`config.mk`:
```
export PLATFORM = sky130hd
export DESIGN_NAME = csw_sigmoid
export DESIGN_NICKNAME = d
export VERILOG_FILES = /design/src/design/csw_pkg.sv /design/src/design/csw_sigmoid.sv
export SDC_FILE = /design/constraint.sdc
export NUM_CORES = 1
export LEC_CHECK = 0
export BUFFER_PORTS_ARGS = -buffer_cell sky130_fd_sc_hd__buf_2
export CAP_MARGIN = 20
export CORE_MARGIN = 10
export CORE_UTILIZATION = 40
export DETAILED_ROUTE_END_ITERATION = 10
export SYNTH_ARGS = -nofsm -noshare
export SYNTH_HDL_FRONTEND = slang
export SYNTH_SLANG_ARGS = --single-unit
```
`constraint.sdc`:
```
create_clock -name clk -period 14.3 [get_ports clk]
set_clock_uncertainty 0.2 [all_clocks]
set_input_delay 2.145 -clock clk [delete_from_list [all_inputs] [get_ports clk]]
set_output_delay 2.145 -clock clk [all_outputs]
set_load 0.005 [all_outputs]
```
`src/design/csw_pkg.sv`:
```
// Shared types, constants and the sigmoid breakpoint table for the clamped SwiGLU block.
// No dependencies; every design file imports this package.
package csw_pkg;

    localparam int SigSegments = 32;
    localparam int SegIdxW     = $clog2(SigSegments);
    localparam int PosW        = 24 + SegIdxW + 1;

    localparam int CfgIndexW = 2;
    localparam int CfgDataW  = 16;

    typedef enum logic [CfgIndexW-1:0] {
        CFG_ALPHA_GAIN  = 2'd0,
        CFG_CLAMP_LIMIT = 2'd1
    } cfg_reg_e;

    typedef struct packed {
        logic signed [15:0] gate_value;
        logic signed [15:0] up_value;
    } request_t;

    typedef struct packed {
        logic signed [15:0] product;
        logic               saturated;
    } result_t;

    // after clamp and scale
    typedef struct packed {
        logic signed [15:0] gate;
        logic signed [16:0] up_bias;
        logic signed [32:0] z;
    } front_t;

    // after sigmoid
    typedef struct packed {
        logic signed [15:0] gate;
        logic signed [16:0] up_bias;
        logic        [16:0] sig;
    } gated_t;

    // sigmoid(-8 + 16k/S) in unsigned Q16
    function automatic logic [16:0] sig_point(input logic [SegIdxW:0] k);
        logic [16:0] v;
        case (k)
            6'd0:    v = 17'd22;
            6'd1:    v = 17'd36;
            6'd2:    v = 17'd60;
            6'd3:    v = 17'd98;
            6'd4:    v = 17'd162;
            6'd5:    v = 17'd267;
            6'd6:    v = 17'd439;
            6'd7:    v = 17'd720;
            6'd8:    v = 17'd1179;
            6'd9:    v = 17'd1921;
            6'd10:   v = 17'd3108;
            6'd11:   v = 17'd4971;
            6'd12:   v = 17'd7812;
            6'd13:   v = 17'd11955;
            6'd14:   v = 17'd17625;
            6'd15:   v = 17'd24743;
            6'd16:   v = 17'd32768;
            6'd17:   v = 17'd40793;
            6'd18:   v = 17'd47911;
            6'd19:   v = 17'd53581;
            6'd20:   v = 17'd57724;
            6'd21:   v = 17'd60565;
            6'd22:   v = 17'd62428;
            6'd23:   v = 17'd63615;
            6'd24:   v = 17'd64357;
            6'd25:   v = 17'd64816;
            6'd26:   v = 17'd65097;
            6'd27:   v = 17'd65269;
            6'd28:   v = 17'd65374;
            6'd29:   v = 17'd65438;
            6'd30:   v = 17'd65476;
            6'd31:   v = 17'd65500;
            6'd32:   v = 17'd65514;
            default: v = 17'd65536;
        endcase
        return v;
    endfunction

endpackage

```
`src/design/csw_sigmoid.sv`:
```
// Piecewise-linear sigmoid: segment lookup stage, then interpolation stage.
// Depends on csw_pkg (breakpoint table, stage types).
module csw_sigmoid (
    input  logic              clk,
    input  logic              rst_n,
    input  logic              s1_valid,
    input  csw_pkg::front_t   s1,
    output logic              s3_valid,
    output csw_pkg::gated_t   s3
);
    import csw_pkg::*;

    // lookup stage
    logic               lk_valid_reg;
    logic               lk_under_reg;
    logic               lk_over_reg;
    logic [16:0]        lk_base_reg;
    logic [15:0]        lk_diff_reg;
    logic [15:0]        lk_frac_reg;
    logic signed [15:0] lk_gate_reg;
    logic signed [16:0] lk_up_reg;

    logic               lk_under_next;
    logic               lk_over_next;
    logic [16:0]        lk_base_next;
    logic [15:0]        lk_diff_next;
    logic [15:0]        lk_frac_next;

    logic [32:0]        z_off;
    logic [PosW-1:0]    pos_full;
    logic [SegIdxW:0]   seg_lo;
    logic [SegIdxW:0]   seg_hi;
    logic [16:0]        point_hi;

    // interpolation stage
    logic               ip_valid_reg;
    gated_t             ip_data_reg;
    gated_t             ip_data_next;
    logic [32:0]        interp;

    always_comb
    begin
        lk_under_next = (s1.z < -33'sd8388608);
        lk_over_next  = (s1.z >= 33'sd8388608);
        z_off         = s1.z + 33'sd8388608;
        pos_full      = PosW'(z_off[23:0]) * PosW'(SigSegments);
        seg_lo        = {1'b0, pos_full[24 +: SegIdxW]};
        seg_hi        = seg_lo + (SegIdxW + 1)'(1);
        lk_base_next  = sig_point(seg_lo);
        point_hi      = sig_point(seg_hi);
        lk_diff_next  = 16'(point_hi - lk_base_next);
        lk_frac_next  = pos_full[23:8];
    end

    always_ff @(posedge clk or negedge rst_n)
    begin
        if (!rst_n)
        begin
            lk_valid_reg <= 1'b0;
            ip_valid_reg <= 1'b0;
        end
        else
        begin
            lk_valid_reg <= s1_valid;
            ip_valid_reg <= lk_valid_reg;
        end
    end

    always_ff @(posedge clk)
    begin
        lk_under_reg <= lk_under_next;
        lk_over_reg  <= lk_over_next;
        lk_base_reg  <= lk_base_next;
        lk_diff_reg  <= lk_diff_next;
        lk_frac_reg  <= lk_frac_next;
        lk_gate_reg  <= s1.gate;
        lk_up_reg    <= s1.up_bias;
    end

    always_comb
    begin
        interp = {lk_base_reg, 16'd0} + 33'(lk_diff_reg * lk_frac_reg) + 33'd32768;
        ip_data_next.gate    = lk_gate_reg;
        ip_data_next.up_bias = lk_up_reg;
        if (lk_under_reg)
        begin
            ip_data_next.sig = 17'd0;
        end
        else if (lk_over_reg)
        begin
            ip_data_next.sig = 17'd65536;
        end
        else
        begin
            ip_data_next.sig = interp[32:16];
        end
    end

    always_ff @(posedge clk)
    begin
        ip_data_reg <= ip_data_next;
    end

    assign s3_valid = ip_valid_reg;
    assign s3       = ip_data_reg;

endmodule

```
==> flow_metrics.env <==
export IMPL_setup_violations=0
export IMPL_required_ns=14.46
export IMPL_synth_ff_type="dfxtp_1"
export IMPL_drc=0
export IMPL_finalCriticalPeriod_ns=6.88
export IMPL_yosys_cell_types_count=65
export IMPL_min_delay_start="lk_up_reg[1]"
export IMPL_post_cts_buffers=0
export IMPL_via_per_inst=5.03
export IMPL_worstHoldEndpoint="s3[18]"
export IMPL_yosysTopAreaCellShare_pct=29.9
export IMPL_drtPass1Iterations=6
export IMPL_grt_usage_pct=16.8
export IMPL_insertion_delay_ns=0.44
export IMPL_slew_headroom_pct=41.8
export IMPL_vias=10800
export IMPL_cts_resized=0
export IMPL_holdWs_ns=0.126
export IMPL_netlist_area_um2=14000
export IMPL_rsz0062_at_grt="no"
export IMPL_ff2ff_setup_slack_ns=7.42
export IMPL_hold_viol_final=0
export IMPL_crit_type="reg -> reg"
export IMPL_max_clock_path_buffers=2
export IMPL_synth_fp_nets=2015
export IMPL_cts_made_buffers=17
export IMPL_root_buffer="clkbuf_16"
export IMPL_syn_inst=1598
export IMPL_first_iter_violations=580
export IMPL_htree_num_levels=4
export IMPL_grt_pass1_wl_mm=59.5
export IMPL_clkSlewWorstSetupHoldPaths_ns=0.08
export IMPL_syn2layout_area_growth_pct=11.1
export IMPL_r2r_cells=19
export IMPL_ant_nets=0
export IMPL_first_global_vias=11600
export IMPL_setup_slack_ns=7.42
export IMPL_async_flop_share_pct=1.48
export IMPL_cp_end_kind="flop"
export IMPL_syn_area_per_cell_um2=8.78
export IMPL_r2r_end="s3[14]"
export IMPL_startpoint_type="flop"
export IMPL_synth_seq_cells=135
export IMPL_multi_input_area_um2=9840
export IMPL_hold_path_class="reg -> reg"
export IMPL_die_h_um=207
export IMPL_min_path_cells=0
export IMPL_synthTopCellsByCount="324 x inv_1, 210 x fa_1, 194 x nand2_1"
export IMPL_cts_hold_buf=0
export IMPL_timing_rr_start="lk_frac_reg[7]"
export IMPL_rows=68
export IMPL_fin_nets=2089
export IMPL_yosysTopAreaCell="fa_1"
export IMPL_dpl_worst_slack_ns=7.17
export IMPL_status="completed"
export IMPL_cts_tree="yes"
export IMPL_cp_max_fo=16
export IMPL_ys_warn_count=0
export IMPL_drive_above_1_share_pct=9.79
export IMPL_hpwl_mm=27.1
export IMPL_die_width_um=207
export IMPL_synthTopCellsByArea="fa_1 30%, dfxtp_1 19%, ha_1 12%"
export IMPL_antennaDiodeCount=0
export IMPL_synth_edff_count=0
export IMPL_cap_violations=0
export IMPL_port_buffers=116
export IMPL_timing_fmax_ghz=0.145
export IMPL_place_gp_congestion=0.907
export IMPL_post_synth_top_count_cell="inv_1"
export IMPL_wl_per_cell_um=16.2
export IMPL_setup_tns_final_ns=0
export IMPL_cts_sinks=135
export IMPL_fill_cells=3474
export IMPL_period_share_pct=48.1
export IMPL_io_pins=120
export IMPL_die_area_um2=43000
export IMPL_overflow=0
export IMPL_floorplan_initialDensity_pct=40.6
export IMPL_worst_pin_slew_ns=0.872
export IMPL_core_area_um2=34500
export IMPL_wl_mm=34.8
export IMPL_arrival_ns=7.05
export IMPL_grt_max_degree=55
export IMPL_ys_seq_area_share_pct=19.3
export IMPL_largest_register_ffs=50
export IMPL_place_inst=2108
export IMPL_antenna_found_initial=0
export IMPL_fin_cells=2140
export IMPL_regArea_um2=2710
export IMPL_slew_viol_final=0
-- layer usage --
layer,global-route usage [%],vias up,routed length (µm)
li1,-,5110,-
met1,20.4,5311,14700
met2,30.0,286,17700
met3,2.03,57,1320
met4,5.49,0,1010
met5,0,-,0
-- area by class of cell --
cell class | instances | share of cell area (%)
clock buffers | 17 | 2.73
clock inverters | 15 | 1.24
inverters | 326 | 7.85
multi-input cells | 1069 | 63.1
flip-flops and latches | 135 | 17.4
well taps | 455 | 3.65
repair buffers | 123 | 4.06
-- worst max-delay path by stage --
stage,end,startpoint,slack (ns),cells past startpoint
floorplan,s3[14],lk_frac_reg[7],8.11,20
global placement,lk_diff_reg[15],s1[19],7.22,18
detailed placement,lk_diff_reg[15],s1[19],7.17,18
CTS,s3[14],lk_frac_reg[7],7.43,19
global route,lk_diff_reg[15],s1[19],7.05,18
finish,s3[14],lk_frac_reg[7],7.42,19
-- cells in the final DEF (no fill, tap or decap), types with 9 or more instances in the layout --
master,Yosys,routed
nor2_1,57,57
buf_2,1,116
fa_1,210,210
clkbuf_16,0,17
a31oi_1,14,14
and2_1,124,124
ha_1,138,138
nor2b_1,11,11
nand3_1,18,18
o21ai_0,61,61
dfxtp_1,133,133
inv_1,324,324
nand4_1,11,11
nand2_1,194,194
xnor2_1,21,21
nor3_1,25,25
a21o_1,14,14
a211oi_1,9,9
a21oi_1,67,67
-- per-stage QoR --
stage / util [%] / instance area, µm²
floorplan: - / 14000
global placement: 43.3 / 15000
detailed placement: 43.3 / 15000
CTS: 45.1 / 15600
global route: 45.1 / 15600
finish: 45.1 / 15600
-- cells by family after synthesis --
family	after synthesis	synth area share, %
AOI/OAI and AO/OA	222	9.70
xor gates and xnor gates	27	1.68
adders and majority gates	348	42.2
buffers and inverters	394	10.6
DFF	135	19.3
muxes	6	0.446
and+or+nand+nor	466	16.0
-- worst max-delay path: stages, from the launching register on --
cell and delay [ns]:
dfxtp_1 0.84, nand2_1 0.18, fa_1 0.58, inv_1 0.06, fa_1 0.48, fa_1 0.57, fa_1 0.43, fa_1 0.50
inv_1 0.05, fa_1 0.50, inv_1 0.05, ha_1 0.38, a211oi_2 0.33, o21ai_1 0.14, a41o_1 0.28, a221o_1 0.35
o21a_2 0.25, o21a_1 0.19, or3b_1 0.35, a21oi_1 0.12
Power is not shown: default switching activity piles up to over one toggle a cycle in this logic, so the estimate is an artifact.
