`config.mk`:
```
export PLATFORM = sky130hd
export DESIGN_NAME = csw_product
export DESIGN_NICKNAME = d
export VERILOG_FILES = /design/src/design/csw_pkg.sv /design/src/design/csw_product.sv
export SDC_FILE = /design/constraint.sdc
export NUM_CORES = 2
export LEC_CHECK = 0
export BUFFER_PORTS_ARGS = -buffer_cell sky130_fd_sc_hd__buf_2
export CAP_MARGIN = 5
export CORE_MARGIN = 2
export CORE_UTILIZATION = 45
export DETAILED_ROUTE_END_ITERATION = 7
export PLACE_DENSITY = 0.59
export SETUP_SLACK_MARGIN = 0.05
export SLEW_MARGIN = 15
export SYNTH_ARGS = -nofsm -noshare
export SYNTH_HDL_FRONTEND = slang
export SYNTH_SLANG_ARGS = --single-unit
```
`constraint.sdc`:
```
create_clock -name clk -period 7.5 [get_ports clk]
set_input_delay 0.375 -clock clk [delete_from_list [all_inputs] [get_ports clk]]
set_output_delay 0.375 -clock clk [all_outputs]
set_load 0.1 [all_outputs]
```
`src/design/csw_pkg.sv`:
```
// Shared types, constants and the sigmoid breakpoint table for the clamped SwiGLU block.
// No dependencies; every design file imports this package.
package csw_pkg;

    localparam int SigSegments = 32;
    localparam int SegIdxW     = $clog2(SigSegments);
    localparam int PosW        = 24 + SegIdxW + 1;

    localparam int CfgIndexW = 2;
    localparam int CfgDataW  = 16;

    typedef enum logic [CfgIndexW-1:0] {
        CFG_ALPHA_GAIN  = 2'd0,
        CFG_CLAMP_LIMIT = 2'd1
    } cfg_reg_e;

    typedef struct packed {
        logic signed [15:0] gate_value;
        logic signed [15:0] up_value;
    } request_t;

    typedef struct packed {
        logic signed [15:0] product;
        logic               saturated;
    } result_t;

    // after clamp and scale
    typedef struct packed {
        logic signed [15:0] gate;
        logic signed [16:0] up_bias;
        logic signed [32:0] z;
    } front_t;

    // after sigmoid
    typedef struct packed {
        logic signed [15:0] gate;
        logic signed [16:0] up_bias;
        logic        [16:0] sig;
    } gated_t;

    // sigmoid(-8 + 16k/S) in unsigned Q16
    function automatic logic [16:0] sig_point(input logic [SegIdxW:0] k);
        logic [16:0] v;
        case (k)
            6'd0:    v = 17'd22;
            6'd1:    v = 17'd36;
            6'd2:    v = 17'd60;
            6'd3:    v = 17'd98;
            6'd4:    v = 17'd162;
            6'd5:    v = 17'd267;
            6'd6:    v = 17'd439;
            6'd7:    v = 17'd720;
            6'd8:    v = 17'd1179;
            6'd9:    v = 17'd1921;
            6'd10:   v = 17'd3108;
            6'd11:   v = 17'd4971;
            6'd12:   v = 17'd7812;
            6'd13:   v = 17'd11955;
            6'd14:   v = 17'd17625;
            6'd15:   v = 17'd24743;
            6'd16:   v = 17'd32768;
            6'd17:   v = 17'd40793;
            6'd18:   v = 17'd47911;
            6'd19:   v = 17'd53581;
            6'd20:   v = 17'd57724;
            6'd21:   v = 17'd60565;
            6'd22:   v = 17'd62428;
            6'd23:   v = 17'd63615;
            6'd24:   v = 17'd64357;
            6'd25:   v = 17'd64816;
            6'd26:   v = 17'd65097;
            6'd27:   v = 17'd65269;
            6'd28:   v = 17'd65374;
            6'd29:   v = 17'd65438;
            6'd30:   v = 17'd65476;
            6'd31:   v = 17'd65500;
            6'd32:   v = 17'd65514;
            default: v = 17'd65536;
        endcase
        return v;
    endfunction

endpackage

```
`src/design/csw_product.sv`:
```
// Final product: gate times sigmoid, times biased up value, then round and saturate.
// Depends on csw_pkg; three register stages ending in the result register.
module csw_product (
    input  logic              clk,
    input  logic              rst_n,
    input  logic              s3_valid,
    input  csw_pkg::gated_t   s3,
    output logic              result_valid,
    output csw_pkg::result_t  result
);
    import csw_pkg::*;

    logic               m1_valid_reg;
    logic signed [33:0] m1_prod_reg;
    logic signed [16:0] m1_up_reg;
    logic signed [33:0] m1_prod_next;

    logic               m2_valid_reg;
    logic signed [50:0] m2_acc_reg;
    logic signed [50:0] m2_acc_next;

    logic               out_valid_reg;
    result_t            out_reg;
    result_t            out_next;

    logic [50:0]        mag;
    logic [50:0]        mag_round;
    logic [26:0]        rounded;

    assign m1_prod_next = s3.gate * $signed({1'b0, s3.sig});
    assign m2_acc_next  = m1_prod_reg * m1_up_reg;

    always_comb
    begin
        mag       = m2_acc_reg[50] ? 51'(-m2_acc_reg) : 51'(m2_acc_reg);
        mag_round = mag + 51'd8388608;
        rounded   = mag_round[50:24];
        if (m2_acc_reg[50])
        begin
            if (rounded > 27'd32768)
            begin
                out_next.product   = 16'sh8000;
                out_next.saturated = 1'b1;
            end
            else
            begin
                out_next.product   = $signed(16'(~rounded[15:0] + 16'd1));
                out_next.saturated = 1'b0;
            end
        end
        else
        begin
            if (rounded > 27'd32767)
            begin
                out_next.product   = 16'sh7fff;
                out_next.saturated = 1'b1;
            end
            else
            begin
                out_next.product   = $signed(rounded[15:0]);
                out_next.saturated = 1'b0;
            end
        end
    end

    always_ff @(posedge clk or negedge rst_n)
    begin
        if (!rst_n)
        begin
            m1_valid_reg  <= 1'b0;
            m2_valid_reg  <= 1'b0;
            out_valid_reg <= 1'b0;
        end
        else
        begin
            m1_valid_reg  <= s3_valid;
            m2_valid_reg  <= m1_valid_reg;
            out_valid_reg <= m2_valid_reg;
        end
    end

    always_ff @(posedge clk)
    begin
        m1_prod_reg <= m1_prod_next;
        m1_up_reg   <= s3.up_bias;
        m2_acc_reg  <= m2_acc_next;
        out_reg     <= out_next;
    end

    assign result_valid = out_valid_reg;
    assign result       = out_reg;

endmodule

```
==> summary.md <==
| Metric | Value |
|---|---|
| Outcome | `complete, no violations` |
| Clock slew at reported path FFs | `80 ps` |
| Simple-gate portion of the synthesized area | `0.173` |
| DR vias | `24.5k` |
| Worst-path fanout max | `10` |
| Die X | `277 um` |
| Final RePlAce weighted congestion | `0.870` |
| Per-cell routed wire length | `18.0 um` |
| Sink Count | `122` |
| Crit path max-delay cell type | `dfxtp_1` |
| Max reg flops | `51` |
| DR DRC count | `0` |
| Post-Route WL | `85500 um` |
| Xor/xnor share of the synthesized area | `0.0276` |
| DRT Pass-1 Iters | `5` |
| Yosys cell types | `87` |
| Synthesized flop and latch total | `122` |
| CTS Buffer Depth | `2` |
| Critical path launch point | `m1_up_reg[9]` |
| IO buf count | `70` |
| Skew final | `27.6 ps` |
| Worst r2r src | `m1_up_reg[9]` |
| Vias in the first global route | `27.2k` |
| Max incr delay on CP | `710 ps` |
| Number of buffers created by CTS | `17` |
| Syn_area_per_cell | `8.98 sq um` |
| RSZ-0062 raised after global routing | `false` |
| Vias per cell | `5.17` |
| Die height | `277 um` |
| Critical Path Source Type | `register` |
| Grt ovf | `0` |
| Synth Warn # | `0` |
| Layout cells sized above 1 | `0.0589` |
| Max Fclk | `140 MHz` |
| Nets | `4817` |
| Seq/Total Area, Yosys | `0.0732` |
| Postcts setup bufs | `0` |
| I/O pins | `71` |
| Detailed Route Iter0 Violations | `1433` |
| Synthesized cell area | `0.0336 sq mm` |
| Post-route setup TNS | `0 ps` |
| CTS tree | `done` |
| Reg2reg path depth | `24` |
| Crit share post-route | `0.953` |
| Kind of critical path | `reg2reg` |
| Reg-to-Reg End | `m2_acc_reg[44]` |
| Largest family of logic cells by synthesized area | `adder cells` |
| Area delta synth->final | `6.87%` |
| Number of flops mapped to enable cells by yosys | `0` |
| Max-cap violations | `0` |
| Compound-Gate Fraction of Synth Area | `0.0662` |
| First-pass GRT wire length | `144000 um` |
| Area of the multi-input gates | `0.0273 sq mm` |
| Top cell by count, worst path | `inv_1` |
| FILL cells | `7176` |
| Max Transition Viols Final | `0` |
| DIE AREA | `0.0768 sq mm` |
| Worst Hold End | `m1_up_reg[10]` |
| Core area | `0.0742 sq mm` |
| Cell row count | `100` |
| WHS Path Cells | `1` |
| Min Clock Period, post-route | `7150 ps` |
| GRT Util Overall | `0.238` |
| Worst skew pair latency | `500 ps` |
| Storage cell area | `0.00247 sq mm` |
| Rel. slew slack | `0.356` |
| R2R Setup Slk | `350 ps` |
| Antenna violations before repair | `2` |
| Min-delay src | `s3[27]` |
| Worst-Margin Slew | `966 ps` |
| Synth async-reset ratio | `0.0246` |
| Post-DRT Antenna Nets | `0` |
| Worst Path Arrival | `7560 ps` |
| Largest net degree at the start of global routing | `66` |
| Initial Utilization | `0.453` |
| Hold Vio Cnt, Final | `0` |
| Hold/Removal Path Class | `in2reg` |
| Clock H-tree levels | `4` |
| Final count of negative-setup-slack endpoints | `0` |
| Mapped Cells | `3740` |
| Mux cell area share after synthesis | `0.00123` |
| Main synth FF type | `dfxtp_1` |
| Post-Syn Nets | `4798` |
| Critical Path RT | `7920 ps` |
| CTS root buf | `clkbuf_16` |
| DP Wirelength | `69300 um` |
| CP cell instances | `buf_4 -> nand2_1 -> fa_1 -> inv_1 -> ha_1 -> inv_1 -> fa_1 -> inv_1 -> ha_1 -> fa_1 -> inv_1 -> fa_1 -> inv_1 -> ha_1 -> or4_1 -> o22a_1 -> or4_1 -> a221o_1 -> a41oi_1 -> buf_4 -> o211ai_1 -> a31o_2 -> or4_1 -> nand4_1` |
| Crit path capture type | `register` |
| Fraction of the mapped netlist area in adder cells | `0.544` |
Yosys cell counts, drive strengths merged (4+ instances only):
cell	n	area, sq um
o311ai	4	35.0
dfxtp	119	2380
ha	246	3080
and2	362	2260
nand4	15	93.8
a31oi	22	138
nand2	511	1920
nor2b	10	62.6
a21o	28	210
or4	11	82.6
xor2	35	307
a2111oi	4	35.0
or4b	4	43.8
xnor2	71	622
or2	13	83.8
a21oi	71	355
nor4	13	81.3
and4	6	52.6
clkbuf	148	556
o211ai	19	168
o21ai	51	255
o21a	16	128
a211oi	13	97.6
buf	13	97.6
nor2	105	394
and3	19	119
or3	15	93.8
fa	759	15200
nand3	28	140
a32oi	8	70.1
o21bai	12	93.8
o31ai	11	115
inv	852	3200
nand2b	34	213
nor3	18	90.1
o41ai	6	52.6
worst max-delay path: cells and delay by family, from the launching register on:
kind | cells | cell delay (ps)
AO/OA/AOI/OAI | 5 | 1350
flip-flops | 1 | 710
adder cells (fa/ha/maj) | 7 | 2730
buffers and inverters | 7 | 730
AND/OR/NAND/NOR | 5 | 1520
final cells by class:
cell class | instances | area share
Timing Repair Buffer | 161 | 0.0312
Tap cell | 969 | 0.0338
Antenna cell | 1 | 0.0000697
Clock inverter | 15 | 0.00478
Inverter | 853 | 0.0892
Clock buffer | 17 | 0.0119
Multi-Input combinational cell | 2604 | 0.760
Sequential cell | 122 | 0.0689
placed cells by master (no fill, tap or decap), types with 15 or more instances in the layout:
cell	count
buf_4	69
buf_2	70
and3_1	19
nand3_1	28
o21ai_0	50
or3_1	15
nand2b_1	34
a21oi_1	71
a31oi_1	21
xor2_1	35
o21a_1	15
a21o_1	28
fa_1	759
nand2_1	511
clkbuf_16	17
nand4_1	15
nor3_1	18
xnor2_1	71
ha_1	246
inv_1	852
dlygate4sd3_1	18
dfxtp_1	105
and2_1	362
nor2_1	105
timing repair:
action / 4_1_cts / 5_1_grt
resized for setup: 0 / 17
hold buffers: 18 / 0
endpoints found under the hold margin: 20 / 0
endpoints found under the setup margin: 0 / 6
per-stage QoR:
step | setup WS [ps] | cells | instance area (sq um) | utilization | hold slack, ps
floorplan | 860 | 3740 | 33600 | - | 79.4
finish | 353 | 4742 | 35900 | 0.484 | 94.9
detailed placement | 221 | 4691 | 35100 | 0.473 | 177
global placement | 302 | 4691 | 35100 | 0.473 | 172
CTS | 132 | 4741 | 35900 | 0.483 | 74.0
global route | 52.0 | 4742 | 35900 | 0.484 | 102
how the worst max path moves through the flow:
| stage | cells past startpoint | slack, ps | endpoint |
|---|---|---|---|
| 2_1_floorplan | 24 | 860 | m2_acc_reg[44] |
| 3_3_place_gp | 22 | 300 | m2_acc_reg[44] |
| 3_5_place_dp | 22 | 220 | m2_acc_reg[44] |
| 4_1_cts | 22 | 130 | m2_acc_reg[44] |
| 5_1_grt | 24 | 50 | m2_acc_reg[50] |
| 6_report | 24 | 350 | m2_acc_reg[44] |
routing by layer:
layer / global-route usage / vias up / part of all wire
met5: 0 / - / 0
met4: 0.0723 / 0 / 0.027
met3: 0.0345 / 153 / 0.050
met2: 0.407 / 627 / 0.48
met1: 0.313 / 12477 / 0.44
li1: - / 11257 / -
cells by family after synthesis:
logic type	Yosys count
AND/OR/NAND/NOR	1173
AO/OA/AOI/OAI	316
flip-flops	122
multiplexers	4
adder cells (fa/ha/maj)	1005
buffers and inverters	1014
XOR/XNOR	106
Power is left out: the tool's default activity adds up to more than one toggle a clock period on the data nets, which glitch-free logic cannot reach.
