$ cat src/design/csw_pkg.sv
// Shared types, constants and the sigmoid breakpoint table for the clamped SwiGLU block.
// No dependencies; every design file imports this package.
package csw_pkg;

    localparam int SigSegments = 32;
    localparam int SegIdxW     = $clog2(SigSegments);
    localparam int PosW        = 24 + SegIdxW + 1;

    localparam int CfgIndexW = 2;
    localparam int CfgDataW  = 16;

    typedef enum logic [CfgIndexW-1:0] {
        CFG_ALPHA_GAIN  = 2'd0,
        CFG_CLAMP_LIMIT = 2'd1
    } cfg_reg_e;

    typedef struct packed {
        logic signed [15:0] gate_value;
        logic signed [15:0] up_value;
    } request_t;

    typedef struct packed {
        logic signed [15:0] product;
        logic               saturated;
    } result_t;

    // after clamp and scale
    typedef struct packed {
        logic signed [15:0] gate;
        logic signed [16:0] up_bias;
        logic signed [32:0] z;
    } front_t;

    // after sigmoid
    typedef struct packed {
        logic signed [15:0] gate;
        logic signed [16:0] up_bias;
        logic        [16:0] sig;
    } gated_t;

    // sigmoid(-8 + 16k/S) in unsigned Q16
    function automatic logic [16:0] sig_point(input logic [SegIdxW:0] k);
        logic [16:0] v;
        case (k)
            6'd0:    v = 17'd22;
            6'd1:    v = 17'd36;
            6'd2:    v = 17'd60;
            6'd3:    v = 17'd98;
            6'd4:    v = 17'd162;
            6'd5:    v = 17'd267;
            6'd6:    v = 17'd439;
            6'd7:    v = 17'd720;
            6'd8:    v = 17'd1179;
            6'd9:    v = 17'd1921;
            6'd10:   v = 17'd3108;
            6'd11:   v = 17'd4971;
            6'd12:   v = 17'd7812;
            6'd13:   v = 17'd11955;
            6'd14:   v = 17'd17625;
            6'd15:   v = 17'd24743;
            6'd16:   v = 17'd32768;
            6'd17:   v = 17'd40793;
            6'd18:   v = 17'd47911;
            6'd19:   v = 17'd53581;
            6'd20:   v = 17'd57724;
            6'd21:   v = 17'd60565;
            6'd22:   v = 17'd62428;
            6'd23:   v = 17'd63615;
            6'd24:   v = 17'd64357;
            6'd25:   v = 17'd64816;
            6'd26:   v = 17'd65097;
            6'd27:   v = 17'd65269;
            6'd28:   v = 17'd65374;
            6'd29:   v = 17'd65438;
            6'd30:   v = 17'd65476;
            6'd31:   v = 17'd65500;
            6'd32:   v = 17'd65514;
            default: v = 17'd65536;
        endcase
        return v;
    endfunction

endpackage

$ cat src/design/csw_front.sv
// Configuration registers, operand clamping and gate scaling (first pipeline stage).
// Depends on csw_pkg.
module csw_front (
    input  logic                            clk,
    input  logic                            rst_n,
    input  logic                            cfg_write,
    input  logic [csw_pkg::CfgIndexW-1:0]   cfg_index,
    input  logic [csw_pkg::CfgDataW-1:0]    cfg_data,
    input  logic                            in_valid,
    input  csw_pkg::request_t               request,
    output logic                            s1_valid,
    output csw_pkg::front_t                 s1
);
    import csw_pkg::*;

    logic [15:0]        alpha_gain_reg;
    logic [14:0]        clamp_limit_reg;
    logic               valid_reg;
    front_t             data_reg;
    front_t             data_next;

    logic signed [16:0] limit_pos;
    logic signed [16:0] limit_neg;
    logic signed [16:0] gate_ext;
    logic signed [16:0] up_ext;
    logic signed [16:0] up_clamp;
    logic signed [15:0] gate_clamp;
    logic signed [33:0] z_full;

    always_ff @(posedge clk or negedge rst_n)
    begin
        if (!rst_n)
        begin
            alpha_gain_reg  <= 16'd6971;
            clamp_limit_reg <= 15'd1792;
        end
        else if (cfg_write)
        begin
            case (cfg_reg_e'(cfg_index))
                CFG_ALPHA_GAIN:  alpha_gain_reg  <= cfg_data;
                CFG_CLAMP_LIMIT: clamp_limit_reg <= cfg_data[14:0];
                default:         ;
            endcase
        end
    end

    always_comb
    begin
        limit_pos  = $signed({2'b00, clamp_limit_reg});
        limit_neg  = -limit_pos;
        gate_ext   = {request.gate_value[15], request.gate_value};
        up_ext     = {request.up_value[15], request.up_value};
        gate_clamp = (gate_ext > limit_pos) ? limit_pos[15:0] : request.gate_value;
        if (up_ext > limit_pos)
        begin
            up_clamp = limit_pos;
        end
        else if (up_ext < limit_neg)
        begin
            up_clamp = limit_neg;
        end
        else
        begin
            up_clamp = up_ext;
        end
        z_full            = gate_clamp * $signed({1'b0, alpha_gain_reg});
        data_next.gate    = gate_clamp;
        data_next.up_bias = up_clamp + 17'sd256;
        data_next.z       = z_full[32:0];
    end

    always_ff @(posedge clk or negedge rst_n)
    begin
        if (!rst_n)
        begin
            valid_reg <= 1'b0;
        end
        else
        begin
            valid_reg <= in_valid;
        end
    end

    always_ff @(posedge clk)
    begin
        data_reg <= data_next;
    end

    assign s1_valid = valid_reg;
    assign s1       = data_reg;

endmodule

$ cat config.mk
export PLATFORM = sky130hd
export DESIGN_NAME = csw_front
export DESIGN_NICKNAME = d
export VERILOG_FILES = /design/src/design/csw_pkg.sv /design/src/design/csw_front.sv
export SDC_FILE = /design/constraint.sdc
export NUM_CORES = 1
export LEC_CHECK = 0
export BUFFER_PORTS_ARGS = -buffer_cell sky130_fd_sc_hd__buf_4
export CORE_MARGIN = 8
export CORE_UTILIZATION = 67
export CTS_CLUSTER_DIAMETER = 80
export DETAILED_ROUTE_END_ITERATION = 16
export PLACE_DENSITY = 0.86
export SLEW_MARGIN = 20
export SYNTH_ARGS = -nofsm -noshare
export SYNTH_HDL_FRONTEND = slang
export SYNTH_SLANG_ARGS = --single-unit
$ cat constraint.sdc
create_clock -name clk -period 23.6 [get_ports clk]
set_input_delay 4.72 -clock clk [delete_from_list [all_inputs] [get_ports clk]]
set_output_delay 4.72 -clock clk [all_outputs]
set_load 0.02 [all_outputs]
==> results_tabular.tex <==
\begin{tabular}{lr}
\hline
Metric & Value \\
\hline
\multicolumn{2}{l}{\textbf{Drt}} \\
Routed wire length & around 33 mm \\
Routed Antenna Nets & 0 \\
DR vias/cell & about 5.9 \\
Routed vias & between 10000 and 15000 \\
Total DRC errors in the routed layout & 0 \\
Number of violations reported at the end of detailed-routing iteration 0 & 653 \\
Drt pass-1 iters & 7 \\
Average wire length per cell after detail routing & about 19 um \\
\multicolumn{2}{l}{\textbf{Setup path}} \\
Capturing element type of the critical path & flop \\
Setup slack, reg-to-reg & $\sim$14 ns \\
Arrival time worst endpoint & about 13 ns \\
Kind of launch point of the worst setup path & input port \\
Reg-to-reg startpoint & clamp\_limit\_reg[3] \\
Slowest cell on the critical path & sky130\_fd\_sc\_hd\_\_a311o\_1 \\
Cell with the most instances on the worst path & sky130\_fd\_sc\_hd\_\_fa\_1 \\
Delay contributed by the slowest stage of the critical path & 0.73 ns \\
Data required time of the worst path & 23.90 ns \\
Capture instance of the worst register-to-register path & s1[32] \\
Startpoint-to-endpoint class of the critical path & in2reg \\
Number of cell instances on the worst register-to-register path & 31 \\
Highest net fanout along the worst path & 17 \\
\multicolumn{2}{l}{\textbf{Layout}} \\
Layout Nets & just under 2000 \\
Number of antenna cells inserted & 0 \\
Share of layout cells above drive strength 1 & roughly 14\% \\
Number of fillers in the final layout & 1400 \\
Area of the multi-input gates & between 9000 and 10000 um2 \\
Largest register FFs & 66 \\
Area taken by flip-flops and latches & 2137 um2 \\
Synth-to-layout area growth & 9.771\% \\
\multicolumn{2}{l}{\textbf{Synthesis}} \\
Most used DFF post-synth & sky130\_fd\_sc\_hd\_\_dfxtp\_1 \\
Synthesized area per cell & 9.376 um2 \\
Number of enable-type register cells in the synthesized netlist & 0 \\
Post-Synthesis Cell Area & 13410 um2 \\
Synthesized Nets & between 1500 and 2000 \\
Synthesis warning total & 0 \\
Synthesis-stage register bit count & between 90 and 100 \\
Part of the Yosys area used for sequential elements & 15.94\% \\
Cell variety after synth & 65 \\
Post-Syn Instances & between 1000 and 1500 \\
Post-synthesis async set-or-reset flop share & between 30\% and 40\% \\
\multicolumn{2}{l}{\textbf{STA}} \\
Worst clock skew & between 0.008 and 0.009 ns \\
Number of hold violations in the final report & 0 \\
Slew Viols, Final & 0 \\
RSZ-0062 raised after global routing & no \\
Highest attainable clock frequency & approximately 77 MHz \\
Part of the cycle the worst path needs & a little over half \\
Transition at the pin with the smallest max-transition slack & around 0.92 ns \\
Max transition margin & about 40\% \\
Number of failing setup endpoints in the final timing report & 0 \\
Setup TNS & 0 ns \\
Post-layout min period & around 13 ns \\
\multicolumn{2}{l}{\textbf{Run}} \\
Number of maximum-capacitance constraint violations & 0 \\
\multicolumn{2}{l}{\textbf{Place}} \\
Port Buffer Count & 120 \\
Detailed-placement wirelength estimate & around 26 mm \\
Routability congestion estimate from global placement & 0.9225 \\
\multicolumn{2}{l}{\textbf{Floorplanning}} \\
Count of standard-cell rows & 51 \\
Die extent in y & around 160 um \\
Width of the chip & around 160 um \\
IO Count & 121 \\
Starting Density & roughly two thirds \\
Core box area & about 20000 um2 \\
Die area & between 20000 and 25000 um2 \\
\multicolumn{2}{l}{\textbf{Min path}} \\
Worst Hold End & s1[34] \\
Worst Min Path Start & clamp\_limit\_reg[1] \\
Worst hold path class & reg2reg \\
Worst Hold Depth & 2 \\
\multicolumn{2}{l}{\textbf{Clock tree}} \\
Maximum level of the CTS H-tree & 3 \\
Clock sinks & around 100 \\
Clock slew at the register clock pins of the worst setup and hold paths & around 0.08 ns \\
Clock tree from TritonCTS & yes \\
Cells resized by post-CTS repair & 0 \\
Cell at the root of the clock tree & sky130\_fd\_sc\_hd\_\_clkbuf\_16 \\
Bufs on Longest Clock Path & 2 \\
Post CTS Setup Buffer Count & 0 \\
Clk Latency, worst-skew pair & approximately 0.36 ns \\
Hold-fix buffer count after cts & 0 \\
CTS buffer count & 9 \\
\multicolumn{2}{l}{\textbf{Global routing}} \\
Largest net degree at the start of global routing & 33 \\
Number of global-route vias before repair & 11296 \\
Global router's overall resource usage & about 28\% \\
Wire length of the first global-routing pass & about 54 mm \\
Global route total overflow & 0 \\
Antenna violations before repair & 0 \\
\multicolumn{2}{l}{\textbf{Run status}} \\
Result of the run & complete, no violations \\
\hline
\end{tabular}
==> per-layer routing <==
| metal | wire [um] | share of wire [%] | track usage [%] | vias to the layer above |
|---|---|---|---|---|
| met5 | 0 | 0 | 0 | - |
| met4 | 1667 | 5.0 | 14.64 | 0 |
| met3 | 2558 | 7.7 | 5.182 | 140 |
| met2 | 16890 | 51 | 49.80 | 501 |
| met1 | 12050 | 36 | 30.54 | 5150 |
| li1 | - | - | - | 4679 |
==> synth_stat cells (11+ instances only) <==
cell type | instances | area share, %
sky130_fd_sc_hd__dfstp_2 | 12 | 2.4
sky130_fd_sc_hd__nor3_1 | 15 | 0.56
sky130_fd_sc_hd__buf_2 | 12 | 0.45
sky130_fd_sc_hd__ha_1 | 170 | 16
sky130_fd_sc_hd__nand2_1 | 162 | 4.5
sky130_fd_sc_hd__inv_1 | 272 | 7.6
sky130_fd_sc_hd__dfxtp_1 | 66 | 9.9
sky130_fd_sc_hd__mux2_2 | 46 | 3.9
sky130_fd_sc_hd__xnor2_1 | 30 | 2.0
sky130_fd_sc_hd__fa_1 | 194 | 29
sky130_fd_sc_hd__xor2_1 | 11 | 0.72
sky130_fd_sc_hd__nor2b_1 | 22 | 1.0
sky130_fd_sc_hd__clkbuf_1 | 31 | 0.87
sky130_fd_sc_hd__and2_1 | 105 | 4.9
sky130_fd_sc_hd__nor2_1 | 43 | 1.2
sky130_fd_sc_hd__a21oi_1 | 36 | 1.3
sky130_fd_sc_hd__a21o_1 | 14 | 0.78
sky130_fd_sc_hd__o21ai_0 | 35 | 1.3
sky130_fd_sc_hd__dfrtp_1 | 20 | 3.7
==> worst max path at each step <==
| stage | slack (ns) | endpoint | cells past startpoint | startpoint |
|---|---|---|---|---|
| after global routing | 10.33 | s1[26] | 30 | request[17] |
| final | 10.66 | s1[32] | 31 | request[19] |
| after CTS | 10.71 | s1[32] | 31 | request[19] |
| after floorplan | 11.36 | s1[32] | 32 | request[19] |
| after detailed placement | 10.36 | s1[32] | 31 | request[19] |
| after global placement | 10.62 | s1[32] | 31 | request[19] |
==> metrics by stage <==
| step | util, % | std cells | area (um2) | setup WS, ns | hold WS, ns |
|---|---|---|---|---|---|
| floorplan | - | 1430 | 13410 | 11.36 | 0.5164 |
| global placement | 73.73 | 1767 | 14400 | 10.62 | 0.5823 |
| detailed placement | 73.77 | 1767 | 14400 | 10.36 | 0.5999 |
| CTS | 75.37 | 1783 | 14720 | 10.71 | 0.6130 |
| global route | 75.37 | 1783 | 14720 | 10.33 | 0.6492 |
| finish | 75.37 | 1783 | 14720 | 10.66 | 0.6093 |
==> cells by family (layout without fill, tap and decap cells) <==
| family | count (synthesis) | in the layout | share of synthesized area (%) |
|---|---|---|---|
| muxes | 50 | 50 | 4.162 |
| DFF | 98 | 98 | 15.94 |
| and+or+nand+nor | 403 | 403 | 15.15 |
| xor gates and xnor gates | 41 | 41 | 2.678 |
| buffers and inverters | 324 | 412 | 9.780 |
| AOI/OAI and AO/OA | 150 | 150 | 7.456 |
| adders and majority gates | 364 | 364 | 44.83 |
==> worst max-delay path: cells and delay by family <==
family | cells | cell delay (ns)
multiplexers | 1 | 0.54
adder cells (fa/ha/maj) | 8 | 3.72
buffers and inverters | 5 | 0.33
AO/OA/AOI/OAI | 15 | 3.55
AND/OR/NAND/NOR | 1 | 0.23
XOR/XNOR | 1 | 0.13
==> placed cells by master (no fill, tap or decap), types with 15 or more instances in the layout <==
cell type | synthesis | routed
sky130_fd_sc_hd__nor3_1 | 15 | 15
sky130_fd_sc_hd__o21ai_0 | 35 | 35
sky130_fd_sc_hd__buf_4 | 0 | 124
sky130_fd_sc_hd__xnor2_1 | 30 | 30
sky130_fd_sc_hd__nor2_1 | 43 | 43
sky130_fd_sc_hd__dfrtp_1 | 20 | 20
sky130_fd_sc_hd__nor2b_1 | 22 | 22
sky130_fd_sc_hd__and2_1 | 105 | 105
sky130_fd_sc_hd__fa_1 | 194 | 194
sky130_fd_sc_hd__dfxtp_1 | 66 | 66
sky130_fd_sc_hd__nand2_1 | 162 | 162
sky130_fd_sc_hd__a21oi_1 | 36 | 36
sky130_fd_sc_hd__mux2_2 | 46 | 46
sky130_fd_sc_hd__ha_1 | 170 | 170
sky130_fd_sc_hd__inv_1 | 272 | 272
==> final cells by class <==
| class | count | share of cell area, % |
|---|---|---|
| multi-input combinational | 1008 | 67.83 |
| tap | 265 | 2.253 |
| inverter | 272 | 6.937 |
| timing repair buffer | 124 | 6.325 |
| clock buffer | 10 | 1.700 |
| clock inverter | 6 | 0.4336 |
| sequential | 98 | 14.52 |
Power is not shown: default switching activity piles up to over one toggle a cycle in this logic, so the estimate is an artifact.
